===== config.mk =====
export PLATFORM = sky130hd
export DESIGN_NAME = priority_ready_queue_rr
export DESIGN_NICKNAME = d
export VERILOG_FILES = /design/src/rtl/core/prq_pkg.sv /design/src/rtl/core/priority_ready_queue_rr.sv
export SDC_FILE = /design/constraint.sdc
export NUM_CORES = 1
export LEC_CHECK = 0
export BUFFER_PORTS_ARGS = -buffer_cell sky130_fd_sc_hd__buf_4
export CAP_MARGIN = 10
export CELL_PAD_IN_SITES_DETAIL_PLACEMENT = 1
export CELL_PAD_IN_SITES_GLOBAL_PLACEMENT = 1
export CORE_MARGIN = 10
export CORE_UTILIZATION = 45
export DETAILED_ROUTE_END_ITERATION = 7
export PLACE_DENSITY = 0.69
export SLEW_MARGIN = 10
export SYNTH_ARGS = -nofsm -noshare
export SYNTH_HDL_FRONTEND = slang
export SYNTH_SLANG_ARGS = --single-unit

===== constraint.sdc =====
create_clock -name clk -period 6.1 [get_ports clk]
set_input_delay 0.305 -clock clk [delete_from_list [all_inputs] [get_ports clk]]
set_output_delay 0.305 -clock clk [all_outputs]
set_load 0.02 [all_outputs]

===== src/rtl/core/prq_pkg.sv =====
// Shared types and codes for the priority ready queue.
package prq_pkg;

    localparam int unsigned TASK_W = 8;
    localparam int unsigned PRIO_W = 8;
    localparam int unsigned OCC_W  = 5;

    localparam logic [1:0] REQ_ENQUEUE = 2'd0;
    localparam logic [1:0] REQ_REMOVE  = 2'd1;
    localparam logic [1:0] REQ_PICK    = 2'd2;

    localparam logic [1:0] STATUS_OK        = 2'd0;
    localparam logic [1:0] STATUS_FULL      = 2'd1;
    localparam logic [1:0] STATUS_NOT_FOUND = 2'd2;
    localparam logic [1:0] STATUS_DUPLICATE = 2'd3;

    typedef struct packed {
        logic [1:0]        req_type;
        logic [TASK_W-1:0] task_id;
        logic [PRIO_W-1:0] priority_req;
    } req_t;

    typedef struct packed {
        logic [TASK_W-1:0] picked_id;
        logic [PRIO_W-1:0] picked_priority;
        logic              is_idle;
        logic [1:0]        status;
        logic [OCC_W-1:0]  occupancy;
    } rsp_t;

endpackage


===== src/rtl/core/priority_ready_queue_rr.sv =====
// Priority ready queue with round-robin service among equal priorities.
//
// Command channel: a request beat (enqueue, remove or pick) is taken at a
// rising edge with start high and busy low. busy stays high until the
// request is finished. The response beat appears on rsp for exactly one
// cycle with done high; the receiver cannot stall it.
// Configuration: cfg_wr_en with cfg_wr_data sets the idle task id (reset 255).
// Entries live in one memory of QUEUE_DEPTH slots in service order, with one
// registered synchronous read port and one write port.
// A request scans all N queued entries, then shifts the affected entries
// one slot per cycle (up for enqueue, down for remove and pick), then writes
// the new slot (no write for remove) and returns the response. Duplicate,
// full, not-found and empty-pick requests are answered after the scan with
// no shift or write; an unused request code is answered from idle, unscanned.
// The next request can be taken in the cycle that done is high.
// Reset empties the queue; no clearing pass is needed since only slots
// below the count are ever read.
module priority_ready_queue_rr #(
    parameter int unsigned QUEUE_DEPTH = 16
) (
    input  logic                       clk,
    input  logic                       rst_n,
    input  logic                       start,
    output logic                       busy,
    input  prq_pkg::req_t              req,
    output logic                       done,
    output prq_pkg::rsp_t              rsp,
    input  logic                       cfg_wr_en,
    input  logic [prq_pkg::TASK_W-1:0] cfg_wr_data
);
    import prq_pkg::*;

    localparam int unsigned IW = $clog2(QUEUE_DEPTH);
    localparam int unsigned CW = $clog2(QUEUE_DEPTH + 1);

    typedef struct packed {
        logic [TASK_W-1:0] task_id;
        logic [PRIO_W-1:0] prio;
    } entry_t;

    typedef enum logic [4:0] {
        S_IDLE   = 5'b00001,
        S_SCAN   = 5'b00010,
        S_DECIDE = 5'b00100,
        S_MOVE   = 5'b01000,
        S_FINAL  = 5'b10000
    } state_t;

    entry_t mem [QUEUE_DEPTH];
    entry_t rd_data_reg;

    logic          mem_re;
    logic [IW-1:0] mem_raddr;
    logic          mem_we;
    logic [IW-1:0] mem_waddr;
    entry_t        mem_wdata;

    state_t            state_reg, state_next;
    logic [CW-1:0]     cnt_reg, cnt_next;
    logic [TASK_W-1:0] idle_id_reg, idle_id_next;
    logic [1:0]        op_reg, op_next;
    logic [TASK_W-1:0] id_reg, id_next;
    logic [PRIO_W-1:0] key_reg, key_next;
    entry_t            head_reg, head_next;
    logic [CW-1:0]     iss_reg, iss_next;
    logic              rd_vld_reg, rd_vld_next;
    logic [CW-1:0]     rd_pos_reg, rd_pos_next;
    logic              found_reg, found_next;
    logic [CW-1:0]     found_pos_reg, found_pos_next;
    logic              ins_found_reg, ins_found_next;
    logic [CW-1:0]     ins_pos_reg, ins_pos_next;
    logic [CW-1:0]     src_reg, src_next;
    logic [CW-1:0]     end_reg, end_next;
    logic              up_reg, up_next;
    logic              mv_iss_reg, mv_iss_next;
    logic              mv_vld_reg, mv_vld_next;
    logic [CW-1:0]     dst_reg, dst_next;
    logic [CW-1:0]     fin_pos_reg, fin_pos_next;
    logic              done_reg, done_next;
    rsp_t              rsp_reg, rsp_next;

    logic [PRIO_W-1:0] key_cur;
    logic [CW-1:0]     ins_pos_c;
    logic [CW-1:0]     cnt_new;

    always_ff @(posedge clk)
    begin
        if (mem_we)
        begin
            mem[mem_waddr] <= mem_wdata;
        end
        if (mem_re)
        begin
            rd_data_reg <= mem[mem_raddr];
        end
    end

    always_comb
    begin
        state_next     = state_reg;
        cnt_next       = cnt_reg;
        idle_id_next   = cfg_wr_en ? cfg_wr_data : idle_id_reg;
        op_next        = op_reg;
        id_next        = id_reg;
        key_next       = key_reg;
        head_next      = head_reg;
        iss_next       = iss_reg;
        rd_vld_next    = 1'b0;
        rd_pos_next    = rd_pos_reg;
        found_next     = found_reg;
        found_pos_next = found_pos_reg;
        ins_found_next = ins_found_reg;
        ins_pos_next   = ins_pos_reg;
        src_next       = src_reg;
        end_next       = end_reg;
        up_next        = up_reg;
        mv_iss_next    = mv_iss_reg;
        mv_vld_next    = 1'b0;
        dst_next       = dst_reg;
        fin_pos_next   = fin_pos_reg;
        done_next      = 1'b0;
        rsp_next       = rsp_reg;
        mem_re         = 1'b0;
        mem_raddr      = '0;
        mem_we         = 1'b0;
        mem_waddr      = '0;
        mem_wdata      = head_reg;
        key_cur        = key_reg;
        ins_pos_c      = ins_found_reg ? ins_pos_reg : cnt_reg;
        cnt_new        = cnt_reg;

        case (state_reg)
            S_IDLE:
            begin
                if (start)
                begin
                    op_next        = req.req_type;
                    id_next        = req.task_id;
                    key_next       = req.priority_req;
                    iss_next       = '0;
                    found_next     = 1'b0;
                    ins_found_next = 1'b0;
                    if (req.req_type inside {REQ_ENQUEUE, REQ_REMOVE, REQ_PICK})
                    begin
                        state_next = S_SCAN;
                    end
                    else
                    begin
                        done_next          = 1'b1;
                        rsp_next           = '0;
                        rsp_next.occupancy = OCC_W'(cnt_reg);
                    end
                end
            end

            S_SCAN:
            begin
                if (iss_reg != cnt_reg)
                begin
                    mem_re      = 1'b1;
                    mem_raddr   = iss_reg[IW-1:0];
                    iss_next    = iss_reg + CW'(1);
                    rd_vld_next = 1'b1;
                    rd_pos_next = iss_reg;
                end
                if (rd_vld_reg)
                begin
                    if (op_reg == REQ_PICK && rd_pos_reg == '0)
                    begin
                        key_cur   = rd_data_reg.prio;
                        head_next = rd_data_reg;
                        key_next  = rd_data_reg.prio;
                    end
                    if (!found_reg && rd_data_reg.task_id == id_reg)
                    begin
                        found_next     = 1'b1;
                        found_pos_next = rd_pos_reg;
                    end
                    if (!ins_found_reg && rd_data_reg.prio > key_cur)
                    begin
                        ins_found_next = 1'b1;
                        ins_pos_next   = rd_pos_reg;
                    end
                    if (rd_pos_reg == cnt_reg - CW'(1))
                    begin
                        state_next = S_DECIDE;
                    end
                end
                if (cnt_reg == '0)
                begin
                    state_next = S_DECIDE;
                end
            end

            S_DECIDE:
            begin
                rsp_next           = '0;
                rsp_next.occupancy = OCC_W'(cnt_reg);
                mv_iss_next        = 1'b1;
                case (op_reg)
                    REQ_ENQUEUE:
                    begin
                        fin_pos_next = ins_pos_c;
                        up_next      = 1'b1;
                        src_next     = cnt_reg - CW'(1);
                        end_next     = ins_pos_c;
                        if (found_reg)
                        begin
                            rsp_next.status = STATUS_DUPLICATE;
                            done_next       = 1'b1;
                            state_next      = S_IDLE;
                        end
                        else if (cnt_reg == CW'(QUEUE_DEPTH))
                        begin
                            rsp_next.status = STATUS_FULL;
                            done_next       = 1'b1;
                            state_next      = S_IDLE;
                        end
                        else if (ins_pos_c != cnt_reg)
                        begin
                            state_next = S_MOVE;
                        end
                        else
                        begin
                            state_next = S_FINAL;
                        end
                    end
                    REQ_REMOVE:
                    begin
                        up_next  = 1'b0;
                        src_next = found_pos_reg + CW'(1);
                        end_next = cnt_reg - CW'(1);
                        if (!found_reg)
                        begin
                            rsp_next.status = STATUS_NOT_FOUND;
                            done_next       = 1'b1;
                            state_next      = S_IDLE;
                        end
                        else if (found_pos_reg != cnt_reg - CW'(1))
                        begin
                            state_next = S_MOVE;
                        end
                        else
                        begin
                            state_next = S_FINAL;
                        end
                    end
                    REQ_PICK:
                    begin
                        fin_pos_next = ins_pos_c - CW'(1);
                        up_next      = 1'b0;
                        src_next     = CW'(1);
                        end_next     = ins_pos_c - CW'(1);
                        if (cnt_reg == '0)
                        begin
                            rsp_next.picked_id = idle_id_reg;
                            rsp_next.is_idle   = 1'b1;
                            done_next          = 1'b1;
                            state_next         = S_IDLE;
                        end
                        else if (ins_pos_c >= CW'(2))
                        begin
                            state_next = S_MOVE;
                        end
                        else
                        begin
                            state_next = S_FINAL;
                        end
                    end
                    default:
                    begin
                        done_next  = 1'b1;
                        state_next = S_IDLE;
                    end
                endcase
            end

            S_MOVE:
            begin
                if (mv_iss_reg)
                begin
                    mem_re      = 1'b1;
                    mem_raddr   = src_reg[IW-1:0];
                    mv_vld_next = 1'b1;
                    dst_next    = up_reg ? src_reg + CW'(1) : src_reg - CW'(1);
                    if (src_reg == end_reg)
                    begin
                        mv_iss_next = 1'b0;
                    end
                    else
                    begin
                        src_next = up_reg ? src_reg - CW'(1) : src_reg + CW'(1);
                    end
                end
                if (mv_vld_reg)
                begin
                    mem_we    = 1'b1;
                    mem_waddr = dst_reg[IW-1:0];
                    mem_wdata = rd_data_reg;
                    if (!mv_iss_reg)
                    begin
                        state_next = S_FINAL;
                    end
                end
            end

            S_FINAL:
            begin
                rsp_next = '0;
                case (op_reg)
                    REQ_ENQUEUE:
                    begin
                        mem_we            = 1'b1;
                        mem_waddr         = fin_pos_reg[IW-1:0];
                        mem_wdata.task_id = id_reg;
                        mem_wdata.prio    = key_reg;
                        cnt_new           = cnt_reg + CW'(1);
                    end
                    REQ_REMOVE:
                    begin
                        cnt_new = cnt_reg - CW'(1);
                    end
                    REQ_PICK:
                    begin
                        mem_we                   = 1'b1;
                        mem_waddr                = fin_pos_reg[IW-1:0];
                        mem_wdata                = head_reg;
                        rsp_next.picked_id       = head_reg.task_id;
                        rsp_next.picked_priority = head_reg.prio;
                    end
                    default:
                    begin
                        cnt_new = cnt_reg;
                    end
                endcase
                cnt_next           = cnt_new;
                rsp_next.occupancy = OCC_W'(cnt_new);
                done_next          = 1'b1;
                state_next         = S_IDLE;
            end

            default:
            begin
                state_next = S_IDLE;
            end
        endcase
    end

    always_ff @(posedge clk or negedge rst_n)
    begin
        if (!rst_n)
        begin
            state_reg     <= S_IDLE;
            cnt_reg       <= '0;
            idle_id_reg   <= '1;
            op_reg        <= '0;
            id_reg        <= '0;
            key_reg       <= '0;
            head_reg      <= '0;
            iss_reg       <= '0;
            rd_vld_reg    <= 1'b0;
            rd_pos_reg    <= '0;
            found_reg     <= 1'b0;
            found_pos_reg <= '0;
            ins_found_reg <= 1'b0;
            ins_pos_reg   <= '0;
            src_reg       <= '0;
            end_reg       <= '0;
            up_reg        <= 1'b0;
            mv_iss_reg    <= 1'b0;
            mv_vld_reg    <= 1'b0;
            dst_reg       <= '0;
            fin_pos_reg   <= '0;
            done_reg      <= 1'b0;
            rsp_reg       <= '0;
        end
        else
        begin
            state_reg     <= state_next;
            cnt_reg       <= cnt_next;
            idle_id_reg   <= idle_id_next;
            op_reg        <= op_next;
            id_reg        <= id_next;
            key_reg       <= key_next;
            head_reg      <= head_next;
            iss_reg       <= iss_next;
            rd_vld_reg    <= rd_vld_next;
            rd_pos_reg    <= rd_pos_next;
            found_reg     <= found_next;
            found_pos_reg <= found_pos_next;
            ins_found_reg <= ins_found_next;
            ins_pos_reg   <= ins_pos_next;
            src_reg       <= src_next;
            end_reg       <= end_next;
            up_reg        <= up_next;
            mv_iss_reg    <= mv_iss_next;
            mv_vld_reg    <= mv_vld_next;
            dst_reg       <= dst_next;
            fin_pos_reg   <= fin_pos_next;
            done_reg      <= done_next;
            rsp_reg       <= rsp_next;
        end
    end

    assign busy = (state_reg != S_IDLE);
    assign done = done_reg;
    assign rsp  = rsp_reg;

endmodule

==> results_dict.tcl <==
set metrics [dict create \
    setup-violations-final 0 \
    required_ps 6280 \
    tns_ps 0 \
    worstPathArrival_ps 4340 \
    grt_pass1_wl_mm 81.19 \
    grt_antenna_before_repair 1 \
    top_layer "met5" \
    largest_reg_flops 256 \
    grt_usage_pct 22.14 \
    drive_gt1_share_pct 14.49 \
    min_path_type "in -> reg" \
    post-dp-hpwl_mm 34.11 \
    period_needed_ps 4157 \
    clk-insertion-delay-late_ps 580 \
    path_buf_inv 0 \
    rows 72 \
    grt_max_degree 83 \
    die-area_mm2 0.04761 \
    die_x_um 218.2 \
    cp_slowest_cell "nor2_2" \
    reg2reg_to "mem[1][9]$_DFFE_PP_" \
    nNetsFinal 1531 \
    grt_pass1_vias 12660 \
    path_max_fanout 18 \
    wl_met3_mm 3.655 \
    io_buffer_count 55 \
    power_density_mw_per_mm2 376.5 \
    yosys_warnings 0 \
    boundaryPins 56 \
    antennaDiodeCount 0 \
    final_cells 2029 \
    cpPeakStageDelay_ps 1040 \
    fmax_ghz 0.2405 \
    cts_buffer_depth 3 \
    yosysSeqAreaShare_pct 63.40 \
    wl_met1_mm 23.08 \
    vdd_ir_drop_max_uv 250.6 \
    post-cts-setup-buffers 0 \
    synthArstFlopShare_pct 30.79 \
    path_cells "nor3_1 -> nand3b_1 -> nor2_2 -> nor2_1 -> nor3_1 -> a31oi_1 -> nor2_2" \
    p_switching_uw 2313 \
    pwr-share-seq_pct 45.1 \
    dr.pass1.iters 8 \
    dp_slack_ps 1923 \
    crit_path_end "mem[1][9]$_DFFE_PP_" \
    r2r_slack_ps 1940 \
    dr_wl_met2_mm 24.64 \
    r2r_start "state_reg[2]$_DFFE_PN0P_" \
    end_kind "flip-flop" \
    cts_root_buf "clkbuf_16" \
    placedCellCount 1931 \
    synthCells 1437 \
    period_share_pct 68.15 \
    syn_avg_cell_area_um2 12.30 \
    maxCapViolCount 0 \
    initial_core_util_pct 45.63 \
    netlist_area_mm2 0.01768 \
    slew_violations 0 \
    coreArea_mm2 0.03874 \
    tightestPinTransition_ps 1289 \
    ys_types 79 \
    r2r_cells 7 \
    clk_pin_slew_worst_paths_ps 60 \
    cp_top_family "simple AND/OR/NAND/NOR gates" \
    clockPowerShare_pct 34.5 \
    layout_setup_ws_ps 1943 \
    drc 0 \
    clock_sinks 393 \
    cts_inserted_buffers 43 \
    vias 12430 \
    finalClockSkew_ps 18.30 \
    combPwrFrac_pct 20.3 \
    synthFlopType "edfxtp_1" \
    swShare_pct 30.55 \
    max_slew_margin_pct 13.95 \
    cts_tree "built" \
    syn_nets 1489 \
    p_int_uw 5257 \
    synth_seq_cells 393 \
    wirelength_mm 52.99 \
    ant_nets 0 \
    viasPerCell 6.126 \
    synth_edf_count 272 \
    grt_overflow 0 \
    rsz0062_at_grt "false" \
    cp-startpoint "state_reg[2]$_DFFE_PN0P_" \
    die_h_um 218.2 \
    timing.final.hold_violations 0 \
    p_leak_uw 0.007347 \
    status "finished clean" \
    drtIter0Drc 1247 \
    wl_per_cell_um 26.11 \
    syn_to_final_growth_pct 13.73 \
    crit_type "reg -> reg" \
    whs_path_depth 3 \
    cts_max_level 2 \
    gp_congestion 0.8439 \
    critPathLaunchType "flip-flop" \
    worstSetupPathDepth 7 \
]
[metal layers]
layer / global-route usage, % / up-vias
met2: 34.72 / 438
met4: 7.614 / 2
met3: 4.130 / 84
li1: - / 5514
met5: 0 / -
met1: 30.35 / 6391
[stage by stage]
stage / hold WS [ps] / utilization, % / cell area, um^2 / power [uW]
after detailed placement: 467.4 / 47.71 / 18480 / 4988
after floorplan: 9.409 / - / 17680 / 4417
after CTS: 0.8913 / 51.85 / 20080 / 7627
final: 27.80 / 51.90 / 20100 / 7570
after global routing: 37.12 / 51.90 / 20100 / 7940
after global placement: 454.2 / 47.67 / 18470 / 4930
[worst min-delay path: stages]
cell and delay, ps:
buf_4 80, a21oi_1 40, o21ai_0 130
[repair_timing]
action / CTS / global route
resized for setup: 0 / 0
hold buffers: 20 / 0
hold endpoints to repair: 83 / 0
[final cells by class]
cell class / count / area [um^2]
fill: 3938 / 18630
sequential: 393 / 11210
multi-input combinational: 899 / 5887
clock buffer: 63 / 1224
timing repair buffer: 96 / 785.8
tap: 518 / 648.1
clock inverter: 14 / 180.2
inverter: 46 / 172.7
[worst min path at each step]
stage / endpoint / start
after floorplan: cnt_reg[0]$_DFFE_PN0P_ / rst_n
after global placement: rsp[21]$_DFFE_PN0P_ / rsp[21]$_DFFE_PN0P_
after detailed placement: rsp[19]$_DFFE_PN0P_ / rsp[19]$_DFFE_PN0P_
after CTS: key_reg[3]$_DFFE_PN0P_ / req[3]
after global routing: key_reg[6]$_DFFE_PN0P_ / req[6]
final: key_reg[3]$_DFFE_PN0P_ / req[3]
[cell usage after synthesis, types with 11 or more instances]
library cell | n | area share [%]
nand2_1 | 185 | 3.9
dfrtp_1 | 112 | 16
ha_1 | 22 | 1.6
xnor2_1 | 23 | 1.1
a31oi_1 | 17 | 0.60
and3_1 | 41 | 1.5
a21oi_1 | 55 | 1.6
mux2i_1 | 25 | 1.4
buf_2 | 23 | 0.65
a22oi_1 | 16 | 0.68
edfxtp_1 | 272 | 46
inv_1 | 44 | 0.93
o21ai_0 | 85 | 2.4
a32oi_1 | 23 | 1.1
a211oi_1 | 33 | 1.4
nor3_1 | 18 | 0.51
a311oi_1 | 15 | 0.74
o22ai_1 | 11 | 0.39
xor2_1 | 22 | 1.1
mux2_2 | 36 | 2.3
nor2_1 | 51 | 1.1
clkbuf_1 | 56 | 1.2
nand3_1 | 59 | 1.7
a222oi_1 | 16 | 0.91
[cells in the final DEF, fill, tap and decap left out, drive strengths merged, types with 8 or more instances in the layout]
cell type    count
xor2            22
xnor2           25
o22ai           11
dlygate4sd3     20
and3            41
edfxtp         272
nand2          188
o21ai           88
a22oi           16
a311o            8
a31oi           17
a22o            10
dfstp            9
a21oi           55
ha              22
nor3            19
nor2            56
clkinv           8
buf             76
a32oi           23
clkbuf          63
dfrtp          112
a211oi          37
a311oi          15
a222oi          16
mux2i           25
inv             47
o211ai          10
mux2            38
nand3           60
[power groups by stage]
| stage | Sequential, uW | Clock (uW) | Combinational, uW |
|---|---|---|---|
| 3_5_place_dp | 3460 | 0 | 1530 |
| 5_1_grt | 3450 | 2780 | 1710 |
| 6_report | 3420 | 2610 | 1540 |
| 4_1_cts | 3410 | 2670 | 1550 |
| 2_1_floorplan | 3360 | 0 | 1050 |
| 3_3_place_gp | 3450 | 0 | 1480 |
[logic make-up after synthesis]
| kind of cell | count (synthesis) | synth area share [%] |
|---|---|---|
| AO/OA/AOI/OAI | 354 | 14.14 |
| adder cells (fa/ha/maj) | 22 | 1.557 |
| XOR/XNOR | 47 | 2.414 |
| multiplexers | 63 | 3.836 |
| buffers and inverters | 145 | 3.603 |
| flip-flops | 393 | 63.40 |
| AND/OR/NAND/NOR | 413 | 11.06 |
Note: power is estimated with default switching activity, not from simulation.
